### src/sv/debug_step_breakpoint_controller_core_defines.svh
// Assertion macros shared by the run-control block.
// No dependencies; included by the modules that carry assertions.
`ifndef DEBUG_STEP_BREAKPOINT_CONTROLLER_CORE_DEFINES_SVH
`define DEBUG_STEP_BREAKPOINT_CONTROLLER_CORE_DEFINES_SVH

// A property that must hold at every clock edge outside reset.
`define DSBC_ASSERT(lbl, clk, rst_n, prop) \
    lbl: assert property (@(posedge clk) disable iff (!(rst_n)) (prop)) \
        else $error("dsbc: assertion failed");

// An implication whose consequence is checked in the cycle after the antecedent.
`define DSBC_ASSERT_NEXT(lbl, clk, rst_n, ante, cons) \
    lbl: assert property (@(posedge clk) disable iff (!(rst_n)) (ante) |=> (cons)) \
        else $error("dsbc: assertion failed");

`endif

### src/sv/dsbc_pkg.sv
// Shared types and codes of the debugger run-control block.
// No dependencies; used by every module of the block.
package dsbc_pkg;

    // Function codes of an input beat.
    localparam logic [3:0] FUNC_CHECK     = 4'd0;
    localparam logic [3:0] FUNC_PAUSE     = 4'd1;
    localparam logic [3:0] FUNC_CONTINUE  = 4'd2;
    localparam logic [3:0] FUNC_STEP_INTO = 4'd3;
    localparam logic [3:0] FUNC_STEP_OVER = 4'd4;
    localparam logic [3:0] FUNC_STEP_OUT  = 4'd5;
    localparam logic [3:0] FUNC_ADD       = 4'd6;
    localparam logic [3:0] FUNC_REMOVE    = 4'd7;
    localparam logic [3:0] FUNC_SET_COND  = 4'd8;

    // Step modes.
    localparam logic [1:0] MODE_NONE = 2'd0;
    localparam logic [1:0] MODE_INTO = 2'd1;
    localparam logic [1:0] MODE_OVER = 2'd2;
    localparam logic [1:0] MODE_OUT  = 2'd3;

    // Status codes.
    localparam logic [1:0] STATUS_OK      = 2'd0;
    localparam logic [1:0] STATUS_FULL    = 2'd1;
    localparam logic [1:0] STATUS_BAD_LOC = 2'd2;

    // Update request from the run control to the breakpoint table.
    typedef struct packed {
        logic claim;     // find or allocate an entry for the item's location
        logic set_cond;  // write the condition flag of the claimed entry
        logic cond_val;  // condition flag value
        logic remove;    // drop the entry that matches the item's location
    } t_tbl_req;

    // Lookup response of the breakpoint table.
    typedef struct packed {
        logic hit_any;   // item location is in the table
        logic hit_cond;  // matching entry carries a condition
        logic free_any;  // at least one entry is unused
        logic cur_hit;   // last checked location is in the table
    } t_tbl_rsp;

    // One result beat.
    typedef struct packed {
        logic       proceed;
        logic       paused;
        logic       blocked;
        logic [1:0] mode;
        logic       bp_present;
        logic [1:0] status;
    } t_result;

endpackage

### src/sv/dsbc_bp_table.sv
// Breakpoint table: parallel-compare lookup, lowest-free allocation and update.
// Depends on dsbc_pkg and the assertion macro header.
`include "debug_step_breakpoint_controller_core_defines.svh"

module dsbc_bp_table #(
    parameter int BP_ENTRIES = 16
) (
    input  logic                i_clk,
    input  logic                i_rst_n,
    input  logic [15:0]         i_source_id,
    input  logic [15:0]         i_command_index,
    input  logic [15:0]         i_cur_source,
    input  logic [15:0]         i_cur_index,
    input  dsbc_pkg::t_tbl_req  i_req,
    output dsbc_pkg::t_tbl_rsp  o_rsp
);

    localparam int IdxW = (BP_ENTRIES > 1) ? $clog2(BP_ENTRIES) : 1;

    logic [BP_ENTRIES-1:0] r_valid;
    logic [BP_ENTRIES-1:0] r_has_cond;
    logic [15:0]           r_src [BP_ENTRIES];
    logic [15:0]           r_idx [BP_ENTRIES];

    logic [BP_ENTRIES-1:0] hit_vec;
    logic [BP_ENTRIES-1:0] cur_vec;
    logic                  free_any;
    logic [IdxW-1:0]       free_idx;
    logic                  alloc;

    // Compare every entry against the item location and the last checked one.
    always_comb begin
        for (int i = 0; i < BP_ENTRIES; i++) begin
            hit_vec[i] = r_valid[i] && (r_src[i] == i_source_id)
                         && (r_idx[i] == i_command_index);
            cur_vec[i] = r_valid[i] && (r_src[i] == i_cur_source)
                         && (r_idx[i] == i_cur_index);
        end
    end

    // Lowest unused entry.
    always_comb begin
        free_any = 1'b0;
        free_idx = '0;
        for (int i = BP_ENTRIES - 1; i >= 0; i--) begin
            if (!r_valid[i]) begin
                free_any = 1'b1;
                free_idx = IdxW'(i);
            end
        end
    end

    assign o_rsp.hit_any  = |hit_vec;
    assign o_rsp.hit_cond = |(hit_vec & r_has_cond);
    assign o_rsp.free_any = free_any;
    assign o_rsp.cur_hit  = |cur_vec;

    assign alloc = i_req.claim && !(|hit_vec) && free_any;

    // Valid and condition flags.
    always_ff @(posedge i_clk) begin
        if (!i_rst_n) begin
            r_valid    <= '0;
            r_has_cond <= '0;
        end else if (alloc) begin
            r_valid[free_idx]    <= 1'b1;
            r_has_cond[free_idx] <= i_req.set_cond && i_req.cond_val;
        end else if (i_req.claim && i_req.set_cond) begin
            r_has_cond <= (r_has_cond & ~hit_vec)
                          | (hit_vec & {BP_ENTRIES{i_req.cond_val}});
        end else if (i_req.remove) begin
            r_valid    <= r_valid & ~hit_vec;
            r_has_cond <= r_has_cond & ~hit_vec;
        end
    end

    // Location payload of a newly allocated entry.
    always_ff @(posedge i_clk) begin
        if (alloc) begin
            r_src[free_idx] <= i_source_id;
            r_idx[free_idx] <= i_command_index;
        end
    end

    // A condition flag only ever sits on a used entry.
    `DSBC_ASSERT(a_cond_on_valid, i_clk, i_rst_n, (r_has_cond & ~r_valid) == '0)

endmodule

### src/sv/dsbc_run_ctrl.sv
// Run control: pause, step and resume state and the per-beat decision.
// Depends on dsbc_pkg and the assertion macro header.
`include "debug_step_breakpoint_controller_core_defines.svh"

module dsbc_run_ctrl (
    input  logic                i_clk,
    input  logic                i_rst_n,
    input  logic                i_vld,
    input  logic [3:0]          i_func,
    input  logic [15:0]         i_source_id,
    input  logic [15:0]         i_command_index,
    input  logic [7:0]          i_call_depth,
    input  logic                i_cond_true,
    input  logic                i_cond_present,
    input  dsbc_pkg::t_tbl_rsp  i_rsp,
    output dsbc_pkg::t_tbl_req  o_req,
    output logic [15:0]         o_cur_source,
    output logic [15:0]         o_cur_index,
    output dsbc_pkg::t_result   o_res
);

    logic        r_paused, n_paused;
    logic        r_blocked, n_blocked;
    logic [1:0]  r_mode, n_mode;
    logic        r_exec, n_exec;
    logic [7:0]  r_origin, n_origin;
    logic        r_res_valid, n_res_valid;
    logic [15:0] r_res_src, n_res_src;
    logic [15:0] r_res_idx, n_res_idx;
    logic [15:0] r_cur_src, n_cur_src;
    logic [15:0] r_cur_idx, n_cur_idx;
    logic [7:0]  r_cur_depth, n_cur_depth;

    logic        loc_ok;
    logic        skip;
    logic        bp_hit;
    logic        add_like;
    logic        proceed;
    logic [1:0]  status;
    logic [1:0]  step_mode;

    assign loc_ok   = (i_source_id != '0) && !i_command_index[15];
    assign skip     = r_res_valid && (r_res_src == i_source_id)
                      && (r_res_idx == i_command_index);
    assign bp_hit   = i_rsp.hit_any && (!i_rsp.hit_cond || i_cond_true);
    assign add_like = (i_func == dsbc_pkg::FUNC_ADD) || (i_func == dsbc_pkg::FUNC_SET_COND);

    // Step mode selected by a step request.
    always_comb begin
        case (i_func)
            dsbc_pkg::FUNC_STEP_INTO: step_mode = dsbc_pkg::MODE_INTO;
            dsbc_pkg::FUNC_STEP_OVER: step_mode = dsbc_pkg::MODE_OVER;
            dsbc_pkg::FUNC_STEP_OUT:  step_mode = dsbc_pkg::MODE_OUT;
            default:                  step_mode = dsbc_pkg::MODE_NONE;
        endcase
    end

    // Next state and decision for the beat in the input register.
    always_comb begin
        n_paused    = r_paused;
        n_blocked   = r_blocked;
        n_mode      = r_mode;
        n_exec      = r_exec;
        n_origin    = r_origin;
        n_res_valid = r_res_valid;
        n_res_src   = r_res_src;
        n_res_idx   = r_res_idx;
        n_cur_src   = r_cur_src;
        n_cur_idx   = r_cur_idx;
        n_cur_depth = r_cur_depth;
        proceed     = 1'b0;
        status      = dsbc_pkg::STATUS_OK;
        case (i_func)
            dsbc_pkg::FUNC_CHECK: begin
                n_cur_src   = i_source_id;
                n_cur_idx   = i_command_index;
                n_cur_depth = i_call_depth;
                if (skip) begin
                    n_res_valid = 1'b0;
                end
                if (bp_hit && !skip
                    && (!r_paused || (r_mode != dsbc_pkg::MODE_NONE && r_exec))) begin
                    n_paused  = 1'b1;
                    n_blocked = 1'b1;
                    n_mode    = dsbc_pkg::MODE_NONE;
                end else if (!r_paused) begin
                    n_blocked = 1'b0;
                    proceed   = 1'b1;
                end else if (r_mode == dsbc_pkg::MODE_INTO || r_mode == dsbc_pkg::MODE_OVER) begin
                    if (!r_exec) begin
                        n_exec    = 1'b1;
                        n_blocked = 1'b0;
                        proceed   = 1'b1;
                    end else if (r_mode == dsbc_pkg::MODE_OVER && i_call_depth > r_origin) begin
                        n_blocked = 1'b0;
                        proceed   = 1'b1;
                    end else begin
                        n_mode    = dsbc_pkg::MODE_NONE;
                        n_blocked = 1'b1;
                    end
                end else if (r_mode == dsbc_pkg::MODE_OUT) begin
                    n_exec = 1'b1;
                    if (i_call_depth >= r_origin) begin
                        n_blocked = 1'b0;
                        proceed   = 1'b1;
                    end else begin
                        n_mode    = dsbc_pkg::MODE_NONE;
                        n_blocked = 1'b1;
                    end
                end else begin
                    n_blocked = 1'b1;
                end
            end
            dsbc_pkg::FUNC_PAUSE: begin
                n_paused = 1'b1;
                n_mode   = dsbc_pkg::MODE_NONE;
                n_exec   = 1'b0;
            end
            dsbc_pkg::FUNC_CONTINUE: begin
                // Arm the one-shot skip when resuming from a breakpoint stop.
                if (r_blocked && i_rsp.cur_hit) begin
                    n_res_valid = 1'b1;
                    n_res_src   = r_cur_src;
                    n_res_idx   = r_cur_idx;
                end
                n_paused  = 1'b0;
                n_blocked = 1'b0;
                n_mode    = dsbc_pkg::MODE_NONE;
                n_exec    = 1'b0;
            end
            dsbc_pkg::FUNC_STEP_INTO, dsbc_pkg::FUNC_STEP_OVER,
            dsbc_pkg::FUNC_STEP_OUT: begin
                n_paused  = 1'b1;
                n_blocked = 1'b0;
                n_mode    = step_mode;
                n_exec    = 1'b0;
                n_origin  = r_cur_depth;
                // Step out never uses an origin below depth one.
                if (step_mode == dsbc_pkg::MODE_OUT && r_cur_depth == '0) begin
                    n_origin = 8'd1;
                end
            end
            dsbc_pkg::FUNC_ADD, dsbc_pkg::FUNC_SET_COND: begin
                if (!loc_ok) begin
                    status = dsbc_pkg::STATUS_BAD_LOC;
                end else if (!i_rsp.hit_any && !i_rsp.free_any) begin
                    status = dsbc_pkg::STATUS_FULL;
                end
            end
            dsbc_pkg::FUNC_REMOVE: begin
                if (!loc_ok) begin
                    status = dsbc_pkg::STATUS_BAD_LOC;
                end else if (skip) begin
                    n_res_valid = 1'b0;
                end
            end
            default: begin
            end
        endcase
    end

    // Table update request.
    assign o_req.claim    = i_vld && add_like && loc_ok;
    assign o_req.set_cond = i_func == dsbc_pkg::FUNC_SET_COND;
    assign o_req.cond_val = i_cond_present;
    assign o_req.remove   = i_vld && (i_func == dsbc_pkg::FUNC_REMOVE) && loc_ok;

    assign o_cur_source = r_cur_src;
    assign o_cur_index  = r_cur_idx;

    // Result of the beat, with table presence as it stands after the update.
    assign o_res.proceed    = proceed;
    assign o_res.paused     = n_paused;
    assign o_res.blocked    = n_blocked;
    assign o_res.mode       = n_mode;
    assign o_res.bp_present = (i_rsp.hit_any && (i_func != dsbc_pkg::FUNC_REMOVE))
                              || (add_like && loc_ok && i_rsp.free_any);
    assign o_res.status     = status;

    // State registers, advanced once per beat.
    always_ff @(posedge i_clk) begin
        if (!i_rst_n) begin
            r_paused    <= 1'b0;
            r_blocked   <= 1'b0;
            r_mode      <= dsbc_pkg::MODE_NONE;
            r_exec      <= 1'b0;
            r_origin    <= '0;
            r_res_valid <= 1'b0;
            r_res_src   <= '0;
            r_res_idx   <= '0;
            r_cur_src   <= '0;
            r_cur_idx   <= '0;
            r_cur_depth <= '0;
        end else if (i_vld) begin
            r_paused    <= n_paused;
            r_blocked   <= n_blocked;
            r_mode      <= n_mode;
            r_exec      <= n_exec;
            r_origin    <= n_origin;
            r_res_valid <= n_res_valid;
            r_res_src   <= n_res_src;
            r_res_idx   <= n_res_idx;
            r_cur_src   <= n_cur_src;
            r_cur_idx   <= n_cur_idx;
            r_cur_depth <= n_cur_depth;
        end
    end

    // A command is only ever held while the unit is paused.
    `DSBC_ASSERT(a_blocked_paused, i_clk, i_rst_n, !r_blocked || r_paused)
    // An active step exists only while paused.
    `DSBC_ASSERT(a_step_paused, i_clk, i_rst_n, (r_mode == dsbc_pkg::MODE_NONE) || r_paused)
    // Step out always measures against a nonzero origin.
    `DSBC_ASSERT(a_out_origin, i_clk, i_rst_n, (r_mode != dsbc_pkg::MODE_OUT) || (r_origin != '0))

endmodule

### src/sv/debug_step_breakpoint_controller_core.sv
// Top level of the debugger run-control block: input register, run control,
// breakpoint table and result register. Depends on dsbc_pkg, dsbc_bp_table,
// dsbc_run_ctrl and the assertion macro header.
//
// Usage:
//   A beat is taken at a rising edge where start is high and busy is low.
//   busy stays low: the block takes one beat in every cycle.
//   Each beat carries a function code and a location; it is either a check of
//   a command about to run or a run-control or breakpoint-table request.
//   Exactly one result comes back per beat on the o_ ports, marked by o_strobe
//   for one cycle, in beat order, after the input register and the result register.
//   Throughput is one beat per cycle; the state update for a beat (flags and
//   a parallel compare over all BP_ENTRIES table entries) is combinational
//   between the input register and the result register.
//   The receiver cannot stall: a result must be taken in its strobe cycle.
//   Synchronous reset (i_rst_n low) clears the run flags, the resume key, the
//   table's valid and condition flags and any beat in flight; no clearing pass
//   is needed afterwards.
`include "debug_step_breakpoint_controller_core_defines.svh"

module debug_step_breakpoint_controller_core #(
    parameter int BP_ENTRIES = 16
) (
    input  logic               i_clk,
    input  logic               i_rst_n,
    input  logic               start,
    output logic               busy,
    input  logic [3:0]         i_func,
    input  logic [15:0]        i_source_id,
    input  logic signed [15:0] i_command_index,
    input  logic [7:0]         i_call_depth,
    input  logic               i_cond_true,
    input  logic               i_cond_present,
    output logic               o_strobe,
    output logic               o_proceed,
    output logic               o_is_paused,
    output logic               o_is_blocked,
    output logic [1:0]         o_mode_now,
    output logic               o_bp_present,
    output logic [1:0]         o_status
);

    logic        r_vld;
    logic [3:0]  r_func;
    logic [15:0] r_src;
    logic [15:0] r_idx;
    logic [7:0]  r_depth;
    logic        r_cond;
    logic        r_present;

    logic                r_strobe;
    dsbc_pkg::t_result   r_res;

    dsbc_pkg::t_tbl_req  tbl_req;
    dsbc_pkg::t_tbl_rsp  tbl_rsp;
    dsbc_pkg::t_result   res;
    logic [15:0]         cur_src;
    logic [15:0]         cur_idx;
    logic                accept;

    assign busy   = 1'b0;
    assign accept = start && !busy;

    // Input register.
    always_ff @(posedge i_clk) begin
        if (!i_rst_n) begin
            r_vld <= 1'b0;
        end else begin
            r_vld <= accept;
        end
    end

    always_ff @(posedge i_clk) begin
        if (accept) begin
            r_func    <= i_func;
            r_src     <= i_source_id;
            r_idx     <= $unsigned(i_command_index);
            r_depth   <= i_call_depth;
            r_cond    <= i_cond_true;
            r_present <= i_cond_present;
        end
    end

    // Breakpoint table.
    dsbc_bp_table #(
        .BP_ENTRIES(BP_ENTRIES)
    ) u_table (
        .i_clk          (i_clk),
        .i_rst_n        (i_rst_n),
        .i_source_id    (r_src),
        .i_command_index(r_idx),
        .i_cur_source   (cur_src),
        .i_cur_index    (cur_idx),
        .i_req          (tbl_req),
        .o_rsp          (tbl_rsp)
    );

    // Run control.
    dsbc_run_ctrl u_ctrl (
        .i_clk          (i_clk),
        .i_rst_n        (i_rst_n),
        .i_vld          (r_vld),
        .i_func         (r_func),
        .i_source_id    (r_src),
        .i_command_index(r_idx),
        .i_call_depth   (r_depth),
        .i_cond_true    (r_cond),
        .i_cond_present (r_present),
        .i_rsp          (tbl_rsp),
        .o_req          (tbl_req),
        .o_cur_source   (cur_src),
        .o_cur_index    (cur_idx),
        .o_res          (res)
    );

    // Result register.
    always_ff @(posedge i_clk) begin
        if (!i_rst_n) begin
            r_strobe <= 1'b0;
        end else begin
            r_strobe <= r_vld;
        end
    end

    always_ff @(posedge i_clk) begin
        if (r_vld) begin
            r_res <= res;
        end
    end

    assign o_strobe     = r_strobe;
    assign o_proceed    = r_res.proceed;
    assign o_is_paused  = r_res.paused;
    assign o_is_blocked = r_res.blocked;
    assign o_mode_now   = r_res.mode;
    assign o_bp_present = r_res.bp_present;
    assign o_status     = r_res.status;

    // A beat in the input register always produces a result beat next.
    `DSBC_ASSERT_NEXT(a_beat_to_result, i_clk, i_rst_n, r_vld, r_strobe)

endmodule
### config.mk
export PLATFORM = sky130hd
export DESIGN_NAME = debug_step_breakpoint_controller_core
export DESIGN_NICKNAME = d
export VERILOG_FILES = /design/src/sv/dsbc_pkg.sv /design/src/sv/dsbc_bp_table.sv /design/src/sv/dsbc_run_ctrl.sv /design/src/sv/debug_step_breakpoint_controller_core.sv
export VERILOG_INCLUDE_DIRS = /design/src /design/src/sv
export SDC_FILE = /design/constraint.sdc
export NUM_CORES = 1
export LEC_CHECK = 0
export BUFFER_PORTS_ARGS = -buffer_cell sky130_fd_sc_hd__buf_2
export CORE_ASPECT_RATIO = 1.2
export CORE_MARGIN = 2
export CORE_UTILIZATION = 45
export CTS_BUF_LIST = sky130_fd_sc_hd__clkbuf_8
export CTS_CLUSTER_SIZE = 16
export DETAILED_ROUTE_END_ITERATION = 7
export HOLD_SLACK_MARGIN = 0.12
export PLACE_DENSITY_LB_ADDON = 0.3
export SYNTH_ARGS = -nofsm -noshare
export SYNTH_HDL_FRONTEND = slang
export SYNTH_HIERARCHICAL = 1
export SYNTH_SLANG_ARGS = --single-unit
### constraint.sdc
create_clock -name i_clk -period 7.4 [get_ports i_clk]
set_input_delay 0.74 -clock i_clk [delete_from_list [all_inputs] [get_ports i_clk]]
set_output_delay 0.74 -clock i_clk [all_outputs]
set_load 0.01 [all_outputs]
# Yosys cells after proc, flatten, opt, wreduce, memory -nomap -nowiden
# Memories as Yosys holds them, arrays and structs flattened.
# Index checks and enable logic that the tools add are counted.
[word_totals]
ff_bits = 174
ram_bits = 512
input_bits = 49
out_inout_bits = 10
word_cells = 330
mem_count = 2
[memory_table]
columns = ["name", "depth", "width", "rd", "rd_clocked_by_memory_dff", "wr", "line_no", "text"]
rows = [
  ["u_table.r_idx", 16, 16, 16, 0, 1, "dsbc_bp_table.sv:23", "logic [15:0] r_idx [BP_ENTRIES];"],
  ["u_table.r_src", 16, 16, 16, 0, 1, "dsbc_bp_table.sv:22", "logic [15:0] r_src [BP_ENTRIES];"],
]
[classes]
magnitude_cmp = 4
eq_ne = 85
mux = 82
bitwise = 8
n_reduce_logical = 122
[op_table]
columns = ["operator", "n"]
rows = [
  ["$eq 16x16->1", 66],
  ["$mux 16", 6],
  ["$logic_and 1x1->1", 87],
  ["$and 16x16->16", 4],
  ["$mux 4", 16],
  ["$reduce_or 16->1", 3],
  ["$mux 1", 41],
  ["$or 16x16->16", 2],
  ["$mux 2", 9],
  ["$bwmux 16", 1],
  ["$eq 4x3->1 const B", 4],
  ["$not 16->16", 1],
  ["$reduce_bool 16->1", 1],
  ["$pmux 2 s3", 2],
  ["$eq 4x2->1 const B", 2],
  ["$ge 8x8->1", 1],
  ["$gt 8x8->1", 1],
  ["$logic_not 8->1", 1],
  ["$mux 8", 1],
  ["$ne 2x1->1 const B", 4],
  ["$reduce_or 4->1", 2],
  ["$eq 2x2->1 const B", 3],
  ["$logic_not 1->1", 6],
  ["$pmux 1 s3", 2],
  ["23 further kinds", 35],
]

# Depth between registers and ports, before layout
[logic_depth]
word_depth = 22
mapped_depth = 16
depth_no_buf = 13

# By module
# The synthesis kept the hierarchy.
[modules_own_cells]
columns = ["module", "instances", "cells_each", "area_each_um2", "seq_area_each_um2"]
rows = [
  ["dsbc_bp_table", 1, 2576, 31378.8, 16015.4],
  ["dsbc_run_ctrl", 1, 540, 4249.1, 1721.7],
  ["debug_step_breakpoint_controller_core", 1, 60, 1685.4, 1661.6],
]

# Worst setup path after synthesis
# Ideal clock, no wire load.
[synth_path]
kind = "reg-to-reg"
startpoint = "register r_src[9]"
endpoint = "register (tool-made name)"
setup_ps = 126
arrival_ps = 5264
required_ps = 7274
path_slack_ps = 2010
path_stages_with_launch = 13
n_path_buf = 3
synth_period_minus_slack_ps = 5390
cell_sequence = "edfxtp_1 -> buf_4 -> buf_8 -> xor2_1 -> nor4_1 -> nand3_1 -> nor4_1 -> or4_4 -> or4_4 -> buf_6 -> nor3_1 -> or2_2 -> a21oi_1"
[synth_lines]
columns = ["element", "line_no", "text"]
rows = [
  ["start, declared", "debug_step_breakpoint_controller_core.sv:45", "logic [15:0] r_src;"],
  ["start signal, assigned", "debug_step_breakpoint_controller_core.sv:76", "r_src <= i_source_id;"],
]

# Final worst setup path
[layout_path]
startpoint = "register r_idx[3]"
endpoint = "memory u_table.r_src[7][5] (enable)"
[layout_via]
elab_chain_cells = 8
elab_cells_between_ends = 38
classes_between = "eq/ne: 16; mux: 2; reduce/logical: 20"
[layout_lines]
columns = ["element", "line_no", "text"]
rows = [
  ["start, declared", "debug_step_breakpoint_controller_core.sv:46", "logic [15:0] r_idx;"],
  ["start signal, assigned", "debug_step_breakpoint_controller_core.sv:77", "r_idx <= $unsigned(i_command_index);"],
  ["$eq 16x16->1", "dsbc_bp_table.sv:35", "&& (r_idx[i] == i_command_index);"],
  ["$logic_and 1x1->1", "dsbc_bp_table.sv:35", ""],
  ["$reduce_or 16->1 (*)", "dsbc_bp_table.sv:58", "assign alloc = i_req.claim && !(|hit_vec) && free_any;"],
  ["$logic_not 1->1 (*)", "dsbc_bp_table.sv:58", ""],
  ["$logic_and 1x1->1 (*) (2 in series)", "dsbc_bp_table.sv:58", ""],
  ["$mux 1 (*)", "dsbc_bp_table.sv:79", "if (alloc) begin"],
  ["$mux 1 (not written as such) (*)", "dsbc_bp_table.sv:80", "r_src[free_idx] <= i_source_id;"],
  ["end, declared", "dsbc_bp_table.sv:22", ""],
]
# Every way passes the cells marked *; elsewhere a longest branch is shown, timed or not.

==> flow_summary.html <==
<table>
<tr><th>Metric</th><th>Value</th></tr>
<tr><th colspan="2">Status</th></tr>
<tr><td>Result of the run</td><td>finished clean</td></tr>
<tr><th colspan="2">STA</th></tr>
<tr><td>Final Setup Violations</td><td>0</td></tr>
<tr><td>Final worst setup slack</td><td>2190 ps</td></tr>
<tr><td>Fmax</td><td>0.192 GHz</td></tr>
<tr><td>Crit share post-route</td><td>0.704</td></tr>
<tr><td>RSZ-0062 raised after global routing</td><td>false</td></tr>
<tr><td>Final count of pins violating max slew</td><td>0</td></tr>
<tr><td>Slew at the pin with the worst max-slew slack</td><td>1300 ps</td></tr>
<tr><td>Hold violation count in the final report</td><td>0</td></tr>
<tr><td>Post-Route Skew</td><td>31.8 ps</td></tr>
<tr><td>Sum Neg Setup Slack</td><td>0 ps</td></tr>
<tr><td>Period minus WS final</td><td>5210 ps</td></tr>
<tr><td>Headroom to the max-slew limit</td><td>0.136</td></tr>
<tr><th colspan="2">Detailed routing</th></tr>
<tr><td>Routed wirelength normalized by instance count</td><td>31.2 um</td></tr>
<tr><td>Final wirelength</td><td>140000 um</td></tr>
<tr><td>1st-pass router iterations</td><td>7</td></tr>
<tr><td>Vias post-DR</td><td>27800</td></tr>
<tr><td>Via/cell ratio</td><td>6.21</td></tr>
<tr><td>Antenna-violating nets left</td><td>0</td></tr>
<tr><td>Iteration-0 DRC count of the detailed router</td><td>3440</td></tr>
<tr><td>Drt drc</td><td>0</td></tr>
<tr><th colspan="2">Layout</th></tr>
<tr><td>Fill cell total of the finished layout</td><td>7312</td></tr>
<tr><td>Final cell utilization of the core</td><td>0.503</td></tr>
<tr><td>Final-stage net count</td><td>3382</td></tr>
<tr><td>Ratio of cells with drive above 1 in the final layout</td><td>0.120</td></tr>
<tr><td>Growth of design area from synthesis to finish</td><td>10.6%</td></tr>
<tr><td>Most common cell after layout, fill and taps aside</td><td>sky130_fd_sc_hd__xnor2_1</td></tr>
<tr><td>Final design area excluding fillers</td><td>41300 um^2</td></tr>
<tr><td>Post-route non-filler standard cell count</td><td>4471</td></tr>
<tr><td>Most frequent cells in the layout</td><td>sky130_fd_sc_hd__xnor2_1, sky130_fd_sc_hd__edfxtp_1, sky130_fd_sc_hd__xor2_1</td></tr>
<tr><th colspan="2">Die</th></tr>
<tr><td>Die width</td><td>267 um</td></tr>
<tr><td>Vert. Die Dim</td><td>319 um</td></tr>
<tr><td>Initial Utilization</td><td>0.455</td></tr>
<tr><td>I/O pins</td><td>59</td></tr>
<tr><td>Core Region</td><td>82000 um^2</td></tr>
<tr><td>Core Rows</td><td>115</td></tr>
<tr><td>Die area</td><td>85200 um^2</td></tr>
<tr><th colspan="2">Synth</th></tr>
<tr><td>Synthesized netlist net count</td><td>3237</td></tr>
<tr><td>Post-Syn Area</td><td>37300 um^2</td></tr>
<tr><td>EDFF count, synth</td><td>566</td></tr>
<tr><td>Fraction of registers with async set or reset after synthesis</td><td>0</td></tr>
<tr><td>Average instance area after synthesis</td><td>11.7 um^2</td></tr>
<tr><td>Top_reg_cell synth</td><td>sky130_fd_sc_hd__edfxtp_1</td></tr>
<tr><td>Register area share after synthesis</td><td>0.520</td></tr>
<tr><td>Number of warnings issued by yosys</td><td>6</td></tr>
<tr><td>Post-synthesis register bit count</td><td>686</td></tr>
<tr><td>Syn Inst Count</td><td>3176</td></tr>
<tr><td>Number of distinct library cells after synthesis</td><td>82</td></tr>
<tr><th colspan="2">Hold path</th></tr>
<tr><td>Worst hold path type</td><td>in2reg</td></tr>
<tr><td>Number of cells traversed by the worst hold path</td><td>1</td></tr>
<tr><th colspan="2">Placement</th></tr>
<tr><td>HPWL Detailed</td><td>93200 um</td></tr>
<tr><td>Port Buf Inserts</td><td>57</td></tr>
<tr><td>Cell count after placement</td><td>4226</td></tr>
<tr><td>Total cell area at the placement stage</td><td>38700 um^2</td></tr>
<tr><td>Placer's final routability congestion estimate</td><td>1.06</td></tr>
<tr><td>Placement Setup Slack</td><td>2250 ps</td></tr>
<tr><th colspan="2">Power and ir drop</th></tr>
<tr><td>P_leak</td><td>12.8 nW</td></tr>
<tr><td>Clock share of power</td><td>0.397</td></tr>
<tr><td>Power density over the cells</td><td>205 nW/um^2</td></tr>
<tr><td>Sequential power share</td><td>0.508</td></tr>
<tr><td>Internal power</td><td>6.21 mW</td></tr>
<tr><td>Switching portion of total power</td><td>0.265</td></tr>
<tr><td>Largest voltage drop on the vdd net</td><td>0.159 mV</td></tr>
<tr><td>Combinational Power Share</td><td>0.095</td></tr>
<tr><td>Net switching power figure</td><td>2.24 mW</td></tr>
<tr><th colspan="2">CTS</th></tr>
<tr><td>Number of buffers on the longest clock path</td><td>3</td></tr>
<tr><td>Number of buffers created by CTS</td><td>111</td></tr>
<tr><td>Cts repair resizes</td><td>0</td></tr>
<tr><td>CTS tree</td><td>done</td></tr>
<tr><td>Post-CTS Setup Bufs</td><td>0</td></tr>
<tr><td>Cell chosen for the clock root</td><td>sky130_fd_sc_hd__clkbuf_8</td></tr>
<tr><td>CTS H-tree depth</td><td>3</td></tr>
<tr><td>Clock sinks</td><td>686</td></tr>
<tr><td>Insertion delay to the later sink of the worst-skew pair</td><td>770 ps</td></tr>
<tr><td>Clock edge transition at the registers on the reported setup and hold paths</td><td>60 ps</td></tr>
<tr><th colspan="2">Worst setup path</th></tr>
<tr><td>Number of cells on the worst reg-to-reg path</td><td>11</td></tr>
<tr><td>Critical Path RT</td><td>7760 ps</td></tr>
<tr><td>Critical Path AT</td><td>5570 ps</td></tr>
<tr><td>Critical path launch point type</td><td>flip-flop</td></tr>
<tr><td>Crit path capture type</td><td>flip-flop</td></tr>
<tr><td>CP Max Fanout</td><td>32</td></tr>
<tr><td>Worst reg-to-reg setup slack</td><td>2190 ps</td></tr>
<tr><td>Type of the worst setup path</td><td>reg2reg</td></tr>
<tr><th colspan="2">Global routing</th></tr>
<tr><td>Vias in the first global route</td><td>27600</td></tr>
<tr><td>Largest net degree at the start of global routing</td><td>85</td></tr>
<tr><td>GRT Resource Usage Total</td><td>0.323</td></tr>
<tr><td>Number of antenna violations at the first check in global routing</td><td>3</td></tr>
<tr><td>First-pass GRT wire length</td><td>196000 um</td></tr>
<tr><td>Remaining global-route overflow</td><td>0</td></tr>
<tr><th colspan="2">Flow run</th></tr>
<tr><td>MaxCap Viol Count</td><td>0</td></tr>
</table>
## critical path: stages, from the launching register on
cell and delay (ps):
sky130_fd_sc_hd__edfxtp_1 1100, sky130_fd_sc_hd__buf_4 420, sky130_fd_sc_hd__xor2_1 210, sky130_fd_sc_hd__nor4_1 70
sky130_fd_sc_hd__nand2_1 90, sky130_fd_sc_hd__nor4_1 60, sky130_fd_sc_hd__buf_4 160, sky130_fd_sc_hd__or4_4 550
sky130_fd_sc_hd__or4_4 660, sky130_fd_sc_hd__nor3b_4 410, sky130_fd_sc_hd__nand2_1 130, sky130_fd_sc_hd__inv_1 910
## power groups by stage
stage                     Combinational [mW]  Clock (mW)  Sequential [mW]
after global placement                 0.768           0             4.37
final                                  0.802        3.36             4.29
after CTS                              0.781        3.40             4.29
after detailed placement               0.765           0             4.37
after floorplan                        0.472           0             4.37
after global routing                   0.826        3.55             4.29
## registers in the layout, indices dropped and copies added (netlist names), 2 cells and up, named ones only
register,count
o_mode_now,2
o_status,2
r_depth,8
r_func,4
r_idx,16
r_src,16
u_ctrl/o_cur_index,16
u_ctrl/o_cur_source,16
u_ctrl/r_cur_depth,8
u_ctrl/r_mode,2
u_ctrl/r_origin,8
u_ctrl/r_res_idx,16
u_ctrl/r_res_src,16
u_table/r_idx,256
u_table/r_src,256
u_table/r_valid,16
## timing repair
action,CTS,global route
endpoints found under the hold margin,35,0
hold buffers,35,0
setup endpoints to repair,0,0
## Yosys cell counts, types with 28 or more instances
cell type,number,area [um^2]
sky130_fd_sc_hd__a21oi_1,46,230
sky130_fd_sc_hd__inv_1,53,199
sky130_fd_sc_hd__edfxtp_1,566,17000
sky130_fd_sc_hd__o21ai_0,42,210
sky130_fd_sc_hd__nor3_1,47,235
sky130_fd_sc_hd__nand3_1,61,305
sky130_fd_sc_hd__dfxtp_1,120,2400
sky130_fd_sc_hd__nand4_1,221,1380
sky130_fd_sc_hd__buf_6,28,315
sky130_fd_sc_hd__a21boi_1,72,541
sky130_fd_sc_hd__xnor2_1,654,5730
sky130_fd_sc_hd__xor2_1,389,3410
sky130_fd_sc_hd__nor2_1,49,184
sky130_fd_sc_hd__nand2_1,230,863
sky130_fd_sc_hd__nor4_1,207,1290
sky130_fd_sc_hd__clkbuf_1,91,342
## layout make-up
cell class                      count  area, um^2  share of cell area
Antenna cell                        1        2.50           0.0000606
Sequential cell                   686       19400               0.471
Multi-Input combinational cell   2256       16400               0.399
Inverter                           53         199             0.00482
Tap cell                         1053        1320              0.0319
Clock buffer                      122        1680              0.0407
Timing Repair Buffer              213        1630              0.0395
Clock inverter                     87         549              0.0133
## final timing paths
path,from,end
setup / recovery,r_idx[3],u_table/r_src[7][5]
hold / removal,i_call_depth[6],r_depth[6]
setup reg to reg,r_idx[3],u_table/r_src[7][5]
hold reg to reg,u_ctrl/r_cur_depth[0],u_ctrl/r_cur_depth[0]
## cell families (layout without fill, tap and decap cells)
logic type,after synthesis,in the layout,share of synthesized area
xor+xnor,1053,1053,0.249
simple gates,940,940,0.141
flops,686,686,0.520
compound gates,243,243,0.0441
buf+inv,234,475,0.0400
fa+ha+maj,12,12,0.00402
mux,7,7,0.00198
other cells,1,2,0.000101
## stage by stage
| step | power (mW) | hold slack [ps] |
|---|---|---|
| after CTS | 8.47 | 123 |
| after global placement | 5.14 | 443 |
| final | 8.45 | 182 |
| after global routing | 8.67 | 156 |
| after floorplan | 4.84 | 435 |
| after detailed placement | 5.14 | 446 |
## routing by layer
layer | vias to the layer above | part of all wire | global-route usage
met5 | - | 0 | 0
li1 | 11800 | - | -
met2 | 1811 | 0.45 | 0.511
met3 | 509 | 0.094 | 0.0584
met4 | 0 | 0.074 | 0.216
met1 | 13700 | 0.38 | 0.405
Note: power is estimated with default switching activity, not from simulation.
